--- src/hw/rtl/bsd_pkg.sv ---
// ----------------------------------------------------------------------------
// bsd_pkg
// Shared types and constants of the binary STL record deframer.
// ----------------------------------------------------------------------------
package bsd_pkg;

    localparam int SIZE_W   = 40;
    localparam int POS_W    = 7;
    localparam int SUM_W    = 38;
    localparam int OFF_W    = 6;
    localparam int WITHIN_W = 4;

    localparam int HEADER_BYTES = 80;
    localparam int COUNT_BYTES  = 4;
    localparam int RECORD_BYTES = 50;
    localparam int VECTOR_BYTES = 12;
    localparam int ATTR_OFFSET  = 48;

    localparam logic [POS_W-1:0] CNT_POS      = POS_W'(HEADER_BYTES);
    localparam logic [POS_W-1:0] LAST_HDR_POS = POS_W'(HEADER_BYTES + COUNT_BYTES - 1);
    localparam logic [POS_W-1:0] REC_POS      = POS_W'(HEADER_BYTES + COUNT_BYTES);

    localparam logic [SIZE_W-1:0] MIN_SIZE   = SIZE_W'(HEADER_BYTES + COUNT_BYTES);
    localparam logic [SIZE_W-1:0] TRUNC_BASE = SIZE_W'(HEADER_BYTES + COUNT_BYTES
                                                       - RECORD_BYTES);

    localparam logic [OFF_W-1:0]    ATTR_LO_OFF = OFF_W'(ATTR_OFFSET);
    localparam logic [WITHIN_W-1:0] LAST_WITHIN = WITHIN_W'(VECTOR_BYTES - 1);

    // queue between front and back
    localparam int Q_DEPTH = 4;
    localparam int Q_PTR_W = $clog2(Q_DEPTH);
    localparam int Q_CNT_W = $clog2(Q_DEPTH + 1);

    // item kinds in the queue
    localparam logic [1:0] ITEM_HDR = 2'd0;
    localparam logic [1:0] ITEM_CNT = 2'd1;
    localparam logic [1:0] ITEM_VEC = 2'd2;

    // result status codes
    localparam logic [1:0] ST_VECTOR     = 2'd0;
    localparam logic [1:0] ST_EMPTY      = 2'd1;
    localparam logic [1:0] ST_NOT_BINARY = 2'd2;
    localparam logic [1:0] ST_TRUNCATED  = 2'd3;

    localparam logic [1:0] KIND_LAST_VERTEX = 2'd3;

    typedef struct packed {
        logic [1:0]       kind;
        logic             first;
        logic [1:0]       vec_kind;
        logic [31:0]      x;
        logic [31:0]      y;
        logic [31:0]      z;
        logic [15:0]      attr;
        logic [31:0]      tri_idx;
        logic             last;
        logic [SUM_W-1:0] sum50;
    } t_item;

    typedef struct packed {
        logic [1:0]  status;
        logic [1:0]  vector_kind;
        logic [31:0] x_bits;
        logic [31:0] y_bits;
        logic [31:0] z_bits;
        logic [15:0] attribute;
        logic [31:0] triangle_index;
        logic        last_of_file;
    } t_result;

endpackage

--- src/hw/rtl/bsd_front.sv ---
// ----------------------------------------------------------------------------
// bsd_front
// Tracks the byte position, gathers the triangle count and assembles the
// vectors of each record; hands one item per relevant byte to the queue.
// ----------------------------------------------------------------------------
module bsd_front import bsd_pkg::*; (
    input  logic       i_clk,
    input  logic       i_rst_n,
    input  logic       i_accept,
    input  logic [7:0] i_data_byte,
    input  logic       i_first_byte,
    output logic       o_push,
    output t_item      o_item
);

    logic [POS_W-1:0]    r_pos, n_pos;
    logic [SUM_W-1:0]    r_sum50, n_sum50;
    logic [23:0]         r_cnt, n_cnt;
    logic [31:0]         r_cnt_m1, n_cnt_m1;
    logic [OFF_W-1:0]    r_off, n_off;
    logic [WITHIN_W-1:0] r_within, n_within;
    logic [1:0]          r_vec, n_vec;
    logic [31:0]         r_tri, n_tri;
    logic [7:0]          r_attr_lo, n_attr_lo;
    logic [7:0]          r_vbuf [VECTOR_BYTES];
    logic [7:0]          n_vbuf [VECTOR_BYTES];

    logic [POS_W-1:0] c_pos;
    logic [SUM_W-1:0] c_sum;
    logic [23:0]      c_cnt;
    logic [13:0]      prod;
    logic [SUM_W-1:0] sh_prod;

    // a first byte restarts the file before the byte is taken
    assign c_pos = i_first_byte ? '0 : r_pos;
    assign c_sum = i_first_byte ? '0 : r_sum50;
    assign c_cnt = i_first_byte ? '0 : r_cnt;

    // byte times fifty, placed at its count byte lane
    assign prod    = (14'(i_data_byte) << 5) + (14'(i_data_byte) << 4)
                   + (14'(i_data_byte) << 1);
    assign sh_prod = SUM_W'(prod) << {c_pos[1:0], 3'b000};

    always_comb begin
        n_pos     = r_pos;
        n_sum50   = r_sum50;
        n_cnt     = r_cnt;
        n_cnt_m1  = r_cnt_m1;
        n_off     = r_off;
        n_within  = r_within;
        n_vec     = r_vec;
        n_tri     = r_tri;
        n_attr_lo = r_attr_lo;
        n_vbuf    = r_vbuf;
        o_push    = 1'b0;
        o_item    = '0;
        o_item.first   = i_first_byte;
        o_item.tri_idx = r_tri;

        if (c_pos != REC_POS) begin
            n_pos   = c_pos + 1'b1;
            n_sum50 = c_sum;
            n_cnt   = c_cnt;
            o_push  = i_accept;
            o_item.kind = ITEM_HDR;
            if (c_pos >= CNT_POS) begin
                n_sum50 = c_sum + sh_prod;
                case (c_pos[1:0])
                    2'd0:    n_cnt[7:0]   = i_data_byte;
                    2'd1:    n_cnt[15:8]  = i_data_byte;
                    2'd2:    n_cnt[23:16] = i_data_byte;
                    default: n_cnt        = c_cnt;
                endcase
                if (c_pos == LAST_HDR_POS) begin
                    o_item.kind  = ITEM_CNT;
                    o_item.sum50 = n_sum50;
                    n_cnt_m1     = {i_data_byte, c_cnt} - 32'd1;
                    n_off        = '0;
                    n_within     = '0;
                    n_vec        = '0;
                    n_tri        = '0;
                end
            end
        end else if (r_off < ATTR_LO_OFF) begin
            n_vbuf[r_within] = i_data_byte;
            n_off            = r_off + 1'b1;
            if (r_within == LAST_WITHIN) begin
                n_within = '0;
                n_vec    = r_vec + 1'b1;
                // the third vertex waits for the attribute word
                if (r_vec != KIND_LAST_VERTEX) begin
                    o_push          = i_accept;
                    o_item.kind     = ITEM_VEC;
                    o_item.vec_kind = r_vec;
                    o_item.x = {n_vbuf[3], n_vbuf[2], n_vbuf[1], n_vbuf[0]};
                    o_item.y = {n_vbuf[7], n_vbuf[6], n_vbuf[5], n_vbuf[4]};
                    o_item.z = {n_vbuf[11], n_vbuf[10], n_vbuf[9], n_vbuf[8]};
                end
            end else begin
                n_within = r_within + 1'b1;
            end
        end else if (r_off == ATTR_LO_OFF) begin
            n_attr_lo = i_data_byte;
            n_off     = r_off + 1'b1;
        end else begin
            o_push          = i_accept;
            o_item.kind     = ITEM_VEC;
            o_item.vec_kind = KIND_LAST_VERTEX;
            o_item.x        = {r_vbuf[3], r_vbuf[2], r_vbuf[1], r_vbuf[0]};
            o_item.y        = {r_vbuf[7], r_vbuf[6], r_vbuf[5], r_vbuf[4]};
            o_item.z        = {r_vbuf[11], r_vbuf[10], r_vbuf[9], r_vbuf[8]};
            o_item.attr     = {i_data_byte, r_attr_lo};
            o_item.last     = (r_tri == r_cnt_m1);
            n_off    = '0;
            n_within = '0;
            n_vec    = '0;
            n_tri    = r_tri + 32'd1;
        end
    end

    always_ff @(posedge i_clk) begin
        if (!i_rst_n) begin
            r_pos    <= '0;
            r_sum50  <= '0;
            r_cnt    <= '0;
            r_cnt_m1 <= '0;
            r_off    <= '0;
            r_within <= '0;
            r_vec    <= '0;
            r_tri    <= '0;
        end else if (i_accept) begin
            r_pos    <= n_pos;
            r_sum50  <= n_sum50;
            r_cnt    <= n_cnt;
            r_cnt_m1 <= n_cnt_m1;
            r_off    <= n_off;
            r_within <= n_within;
            r_vec    <= n_vec;
            r_tri    <= n_tri;
        end
    end

    always_ff @(posedge i_clk) begin
        if (i_accept) begin
            r_attr_lo <= n_attr_lo;
            r_vbuf    <= n_vbuf;
        end
    end

endmodule

--- src/hw/rtl/bsd_queue.sv ---
// ----------------------------------------------------------------------------
// bsd_queue
// Short first-in first-out queue of items between front and back.
// ----------------------------------------------------------------------------
module bsd_queue import bsd_pkg::*; (
    input  logic  i_clk,
    input  logic  i_rst_n,
    input  logic  i_push,
    input  t_item i_item,
    output logic  o_full,
    input  logic  i_pop,
    output logic  o_valid,
    output t_item o_item
);

    t_item               r_mem [Q_DEPTH];
    logic [Q_PTR_W-1:0]  r_wr_ptr, r_rd_ptr;
    logic [Q_CNT_W-1:0]  r_count, n_count;
    logic                do_push, do_pop;

    assign o_full  = (r_count == Q_CNT_W'(Q_DEPTH));
    assign o_valid = (r_count != '0);
    assign o_item  = r_mem[r_rd_ptr];
    assign do_push = i_push && !o_full;
    assign do_pop  = i_pop && o_valid;

    always_comb begin
        n_count = r_count;
        if (do_push && !do_pop) begin
            n_count = r_count + 1'b1;
        end else if (do_pop && !do_push) begin
            n_count = r_count - 1'b1;
        end
    end

    always_ff @(posedge i_clk) begin
        if (!i_rst_n) begin
            r_wr_ptr <= '0;
            r_rd_ptr <= '0;
            r_count  <= '0;
        end else begin
            if (do_push) begin
                r_wr_ptr <= r_wr_ptr + 1'b1;
            end
            if (do_pop) begin
                r_rd_ptr <= r_rd_ptr + 1'b1;
            end
            r_count <= n_count;
        end
    end

    always_ff @(posedge i_clk) begin
        if (do_push) begin
            r_mem[r_wr_ptr] <= i_item;
        end
    end

endmodule

--- src/hw/rtl/bsd_back.sv ---
// ----------------------------------------------------------------------------
// bsd_back
// Classifies the file against its size, drops items after the final
// result and holds the result register seen on the output side.
// ----------------------------------------------------------------------------
module bsd_back import bsd_pkg::*; (
    input  logic              i_clk,
    input  logic              i_rst_n,
    input  logic [SIZE_W-1:0] i_file_size,
    input  logic              i_q_valid,
    input  t_item             i_item,
    output logic              o_q_pop,
    input  logic              i_pop,
    output logic              o_valid,
    output t_result           o_result
);

    logic [SIZE_W-1:0] r_size_m84, r_size_m34;
    logic              r_short;
    logic              r_done, n_done;
    logic              r_out_valid;
    t_result           r_out;

    logic              take, done_eff, emit;
    logic [SIZE_W-1:0] sum_ext;
    logic              fit_eq, fit_gt, fit_le;
    t_result           res;

    // size terms kept in registers; the user must change the size only while idle, the block does not enforce it
    always_ff @(posedge i_clk) begin
        r_size_m84 <= i_file_size - MIN_SIZE;
        r_size_m34 <= i_file_size - TRUNC_BASE;
        r_short    <= (i_file_size < MIN_SIZE);
    end

    assign take     = i_q_valid && (!r_out_valid || i_pop);
    assign o_q_pop  = take;
    assign done_eff = i_item.first ? 1'b0 : r_done;
    assign sum_ext  = SIZE_W'(i_item.sum50);
    assign fit_eq   = (sum_ext == r_size_m84);
    assign fit_gt   = (sum_ext > r_size_m84);
    assign fit_le   = (sum_ext <= r_size_m34);

    always_comb begin
        emit   = 1'b0;
        n_done = done_eff;
        res    = '0;
        res.last_of_file = 1'b1;
        if (!done_eff) begin
            case (i_item.kind)
                ITEM_HDR: begin
                    if (r_short) begin
                        emit       = 1'b1;
                        n_done     = 1'b1;
                        res.status = ST_NOT_BINARY;
                    end
                end
                ITEM_CNT: begin
                    n_done = 1'b1;
                    emit   = 1'b1;
                    if (r_short) begin
                        res.status = ST_NOT_BINARY;
                    end else if (fit_eq) begin
                        if (sum_ext == '0) begin
                            res.status = ST_EMPTY;
                        end else begin
                            // exact fit with records to follow
                            emit   = 1'b0;
                            n_done = 1'b0;
                        end
                    end else if (fit_gt && fit_le) begin
                        res.status = ST_TRUNCATED;
                    end else begin
                        res.status = ST_NOT_BINARY;
                    end
                end
                ITEM_VEC: begin
                    emit               = 1'b1;
                    n_done             = i_item.last;
                    res.status         = ST_VECTOR;
                    res.vector_kind    = i_item.vec_kind;
                    res.x_bits         = i_item.x;
                    res.y_bits         = i_item.y;
                    res.z_bits         = i_item.z;
                    res.attribute      = i_item.attr;
                    res.triangle_index = i_item.tri_idx;
                    res.last_of_file   = i_item.last;
                end
                default: begin
                    emit = 1'b0;
                end
            endcase
        end
    end

    always_ff @(posedge i_clk) begin
        if (!i_rst_n) begin
            r_done      <= 1'b0;
            r_out_valid <= 1'b0;
        end else begin
            if (take) begin
                r_done <= n_done;
            end
            if (take && emit) begin
                r_out_valid <= 1'b1;
            end else if (i_pop) begin
                r_out_valid <= 1'b0;
            end
        end
    end

    always_ff @(posedge i_clk) begin
        if (take && emit) begin
            r_out <= res;
        end
    end

    assign o_valid  = r_out_valid;
    assign o_result = r_out;

endmodule

--- src/hw/rtl/binary_stl_record_deframer_top.sv ---
// ----------------------------------------------------------------------------
// binary_stl_record_deframer_top
// Path: each item is registered in the queue, then its result in the back's result register.
// Throughput: one byte per cycle while the queue is not full, set by the front's per-byte counters.
// Reset: synchronous, active low; file size clears to zero and the first byte
// after reset starts a file.
// ----------------------------------------------------------------------------
module binary_stl_record_deframer_top import bsd_pkg::*; (
    input  logic              i_clk,
    input  logic              i_rst_n,
    input  logic              i_cfg_we,
    input  logic [SIZE_W-1:0] i_cfg_wdata,
    input  logic              push,
    output logic              full,
    input  logic [7:0]        i_data_byte,
    input  logic              i_first_byte,
    output logic              empty,
    input  logic              pop,
    output logic [1:0]        o_status,
    output logic [1:0]        o_vector_kind,
    output logic [31:0]       o_x_bits,
    output logic [31:0]       o_y_bits,
    output logic [31:0]       o_z_bits,
    output logic [15:0]       o_attribute,
    output logic [31:0]       o_triangle_index,
    output logic              o_last_of_file
);

    logic [SIZE_W-1:0] r_file_size;
    logic              accept;
    logic              front_push;
    t_item             front_item;
    logic              q_full, q_valid, q_pop;
    t_item             q_item;
    logic              out_valid;
    t_result           out_res;

    always_ff @(posedge i_clk) begin
        if (!i_rst_n) begin
            r_file_size <= '0;
        end else if (i_cfg_we) begin
            r_file_size <= i_cfg_wdata;
        end
    end

    assign full   = q_full;
    assign accept = push && !q_full;

    bsd_front u_front (
        .i_clk        (i_clk),
        .i_rst_n      (i_rst_n),
        .i_accept     (accept),
        .i_data_byte  (i_data_byte),
        .i_first_byte (i_first_byte),
        .o_push       (front_push),
        .o_item       (front_item)
    );

    bsd_queue u_queue (
        .i_clk   (i_clk),
        .i_rst_n (i_rst_n),
        .i_push  (front_push),
        .i_item  (front_item),
        .o_full  (q_full),
        .i_pop   (q_pop),
        .o_valid (q_valid),
        .o_item  (q_item)
    );

    bsd_back u_back (
        .i_clk       (i_clk),
        .i_rst_n     (i_rst_n),
        .i_file_size (r_file_size),
        .i_q_valid   (q_valid),
        .i_item      (q_item),
        .o_q_pop     (q_pop),
        .i_pop       (pop),
        .o_valid     (out_valid),
        .o_result    (out_res)
    );

    assign empty            = !out_valid;
    assign o_status         = out_res.status;
    assign o_vector_kind    = out_res.vector_kind;
    assign o_x_bits         = out_res.x_bits;
    assign o_y_bits         = out_res.y_bits;
    assign o_z_bits         = out_res.z_bits;
    assign o_attribute      = out_res.attribute;
    assign o_triangle_index = out_res.triangle_index;
    assign o_last_of_file   = out_res.last_of_file;

endmodule
--- config.mk ---
export PLATFORM = sky130hd
export DESIGN_NAME = binary_stl_record_deframer_top
export DESIGN_NICKNAME = d
export VERILOG_FILES = /design/src/hw/rtl/bsd_pkg.sv /design/src/hw/rtl/bsd_front.sv /design/src/hw/rtl/bsd_queue.sv /design/src/hw/rtl/bsd_back.sv /design/src/hw/rtl/binary_stl_record_deframer_top.sv
export SDC_FILE = /design/constraint.sdc
export NUM_CORES = 2
export LEC_CHECK = 0
export BUFFER_PORTS_ARGS = -buffer_cell sky130_fd_sc_hd__buf_2
export CAP_MARGIN = 0
export CORE_MARGIN = 2
export CORE_UTILIZATION = 38
export CTS_CLUSTER_SIZE = 16
export DETAILED_ROUTE_END_ITERATION = 8
export PLACE_DENSITY = 0.6
export SLEW_MARGIN = 40
export SYNTH_ARGS = -nofsm -noshare
export SYNTH_HDL_FRONTEND = slang
export SYNTH_SLANG_ARGS = --single-unit
export TNS_END_PERCENT = 100
--- constraint.sdc ---
create_clock -name i_clk -period 14 [get_ports i_clk]
set_clock_uncertainty 0.1 [all_clocks]
set_input_delay 0 -clock i_clk [delete_from_list [all_inputs] [get_ports i_clk]]
set_output_delay 0 -clock i_clk [all_outputs]
set_load 0.02 [all_outputs]
==> results_tabular.tex <==
\begin{tabular}{lr}
\hline
Metric & Value \\
\hline
\multicolumn{2}{l}{\textbf{Setup path}} \\
Startpoint type of the worst setup path & flip-flop \\
Gate family responsible for the most delay along the worst path & buffers and inverters \\
Arrival time worst endpoint & 6.17 ns \\
Buf+Inv Stages, Crit Path & 3 \\
Crit-path slowest cell & buf\_4 \\
Type of the worst setup path & flip-flop to flip-flop \\
CP max stage delay & 0.70 ns \\
Worst reg2reg setup slack & 8.09 ns \\
Cell breakdown of the critical path & nor2b\_1, clkinv\_1, ha\_1, and3b\_1, and2\_1, a21oi\_1, and2\_4, buf\_4, buf\_4 \\
Largest fanout on the critical path & 48 \\
Data required time of the worst path & 14.26 ns \\
Sort of element at the end of the critical path & flip-flop \\
Most common cell type on the critical path & buf\_4 \\
\multicolumn{2}{l}{\textbf{Floorplanning}} \\
Starting density of the core & 38.2\% \\
Height of the die & 386 um \\
Number of placed I/O pins & 205 \\
Number of cell rows & 140 \\
Core Box Area & 145,000 um\^{}2 \\
Overall die area & 149,000 um\^{}2 \\
DIE WIDTH & 386 um \\
\multicolumn{2}{l}{\textbf{Global route}} \\
Busiest grt layer & met2 \\
Maximum number of pins on one net before global-route repair & 90 \\
Number of global-route vias before repair & 33,300 \\
Global routing usage summed across all routing layers & 17.9\% \\
Gr ovfl total & 0 \\
Met3 Usage GRT & 2.95\% \\
Grt met1 use & 24.8\% \\
Antenna violations before repair & 3 \\
Met2 demand-to-capacity share in global routing & 28.9\% \\
Wire length of the first global-routing pass & 203 mm \\
\multicolumn{2}{l}{\textbf{Finish}} \\
Antenna Cells & 0 \\
Nets & 4,547 \\
Commonest cells after routing, fill and taps aside & edfxtp\_1 (1,005), nand2\_1 (367), dfxtp\_1 (274) \\
Synth-to-layout area growth & 16.0\% \\
Fraction of layout cells with a size suffix above 1 & 16.1\% \\
Final standard cell area without fillers & 64,300 um\^{}2 \\
Most common cell after layout, fill and taps aside & edfxtp\_1 \\
\multicolumn{2}{l}{\textbf{Drt}} \\
Total wire length & 132 mm \\
Via count normalized by instance count & 5.25 \\
Number of nets still failing antenna checks after routing & 0 \\
Number of remaining DRC errors & 0 \\
Average wire per cell in the routed design & 20.8 um \\
DRT Pass-1 Iters & 5 \\
Total number of vias & 33,400 \\
Number of DRC markers in iteration 0 & 2,708 \\
\multicolumn{2}{l}{\textbf{STA}} \\
Worst Tran Pin Value & 0.876 ns \\
Max-slew violation count & 0 \\
Tightest hold margin & 0.101 ns \\
Share of the cycle needed by the critical path after routing & 42.2\% \\
Worst relative slew slack & 41.5\% \\
Total setup violations reported at the end of the flow & 0 \\
Min Clock Period, post-route & 5.91 ns \\
Setup TNS after final layout & 0 ns \\
Max Freq & 169 MHz \\
Setup repair after global routing missed its margin & false \\
Final hold viol count & 0 \\
\multicolumn{2}{l}{\textbf{Placement}} \\
Port Buffers & 204 \\
Detailed Place HPWL & 83.5 mm \\
Gp weighted congestion & 0.875 \\
Area after detailed placement & 58,500 um\^{}2 \\
\multicolumn{2}{l}{\textbf{Clock tree}} \\
Clk buf depth & 3 \\
CTS tree & done \\
Clock latency on the worst-skew pair & 0.79 ns \\
Clock buffer count from CTS & 136 \\
Clk sink count & 1,281 \\
H-tree levels & 4 \\
Clock Root Buffer & clkbuf\_16 \\
Clock transition at the registers of the reported paths & 0.07 ns \\
Total setup buffers inserted after CTS & 0 \\
\multicolumn{2}{l}{\textbf{Synthesis}} \\
Synth Cell Area & 55,400 um\^{}2 \\
Total nets after synthesis & 4,248 \\
Post-synth top flop & edfxtp\_1 \\
Post-synthesis area per instance & 13.8 um\^{}2 \\
Sequential area share after synthesis & 64.4\% \\
Cell count after synthesis & 4,031 \\
Post-synthesis sequential element count & 1,281 \\
Library cells used by synthesis & 73 \\
Post-synthesis async set-or-reset flop share & 0\% \\
Number of synthesized flops with an enable pin & 1,005 \\
Count of warnings emitted by yosys & 0 \\
\multicolumn{2}{l}{\textbf{Hold path}} \\
Type of the worst min-delay path & input port to flip-flop \\
\multicolumn{2}{l}{\textbf{Power and ir drop}} \\
Tot Pwr & 0.0107 W \\
Maximum VDD drop & 0.121 mV \\
Leak pwr & 23.2 nW \\
Power per standard cell area & 166 nW/um\^{}2 \\
\multicolumn{2}{l}{\textbf{Run}} \\
Max-cap viol count & 0 \\
\multicolumn{2}{l}{\textbf{Status}} \\
Outcome & completed \\
\hline
\end{tabular}
## timing repair
item,CTS,global route
hold buffers,132,0
gates resized for setup,0,0
hold endpoints to repair,217,0
## metrics by stage
stage / util [%] / setup WS [ns] / instances
after floorplan: - / 3.84 / 4031
after CTS: 44.2 / 8.05 / 6358
final: 44.3 / 8.09 / 6360
after detailed placement: 40.3 / 8.05 / 5975
after global placement: 40.2 / 8.06 / 5973
after global routing: 44.3 / 7.74 / 6360
## logic make-up (layout without fill, tap and decap cells)
family | Yosys count | after routing | share of synthesized area [%]
and+or+nand+nor | 1266 | 1266 | 11.5
muxes | 274 | 274 | 9.28
xor gates and xnor gates | 204 | 204 | 3.22
buffers and inverters | 348 | 760 | 2.40
DFF | 1281 | 1281 | 64.4
adders and majority gates | 163 | 163 | 3.77
AOI/OAI and AO/OA | 495 | 495 | 5.45
## synth_stat cells, types with 25 or more instances
master	n	share of area, %
inv_1	124	0.84
mux2i_1	46	0.83
buf_1	25	0.17
xor2_1	76	1.2
nand2_1	370	2.5
a21oi_1	148	1.3
ha_1	156	3.5
and2_1	37	0.42
mux2_2	40	0.81
nand3_1	44	0.40
nor2b_1	150	1.7
clkbuf_1	186	1.3
nor4_1	35	0.39
o21ai_0	153	1.4
nor2_1	259	1.8
xnor2_1	128	2.0
nand4_1	36	0.41
nor3_1	82	0.74
and3_1	168	1.9
edfxtp_1	1005	54
a21o_1	35	0.47
a22oi_1	35	0.47
dfxtp_1	276	10
mux4_2	188	7.6
## path summary, 6_finish.rpt
kind | end | from | cells past startpoint
max | u_queue.r_mem[2][47] | u_front.r_pos[0] | 9
min reg2reg | u_back.r_size_m84[0] | r_file_size[0] | 0
max reg2reg | u_queue.r_mem[2][47] | u_front.r_pos[0] | 9
min | u_back.o_valid | pop | 4
## flip-flops by register name, indices dropped and copies added, names as in the netlist, named ones only
register           count
u_back.r_done          1
u_front.r_sum50       38
u_back.r_short         1
u_queue.r_rd_ptr       2
u_queue.r_wr_ptr       2
u_front.r_tri         32
u_back.r_size_m34     39
u_back.r_size_m84     40
u_front.r_pos          7
u_back.o_result      149
u_front.r_within       4
u_front.r_cnt         24
u_queue.r_mem        752
u_front.r_vec          2
u_front.r_vbuf        96
r_file_size           40
u_front.r_cnt_m1      32
u_front.r_off          6
u_queue.r_count        3
u_front.r_attr_lo      8
u_back.o_valid         1
## worst min-delay path, stage by stage
cell           delay (ns)
dlygate4sd3_1        0.52
buf_2                0.10
nor2_1               0.09
o21a_1               0.19
## area by class of cell
cell class / count / area, um^2
clock buffers: 189 / 3770
clock inverters: 62 / 613
fillers: 12900 / 80900
inverters: 126 / 473
multi-input cells: 2402 / 18500
flip-flops and latches: 1281 / 35700
well taps: 1917 / 2400
repair buffers: 383 / 2830
## layer usage
layer  wire (um)  share of wire (%)
met1       59100                 45
met5          11             0.0083
met2       63200                 48
met3        7220                5.5
met4        2900                2.2
## where the power goes
part / internal [W] / switching (W)
Sequential: 0.00461 / 0.000150
Combinational: 0.000929 / 0.00146
Clock: 0.00199 / 0.00152
Power figures use the tool's default switching activity.
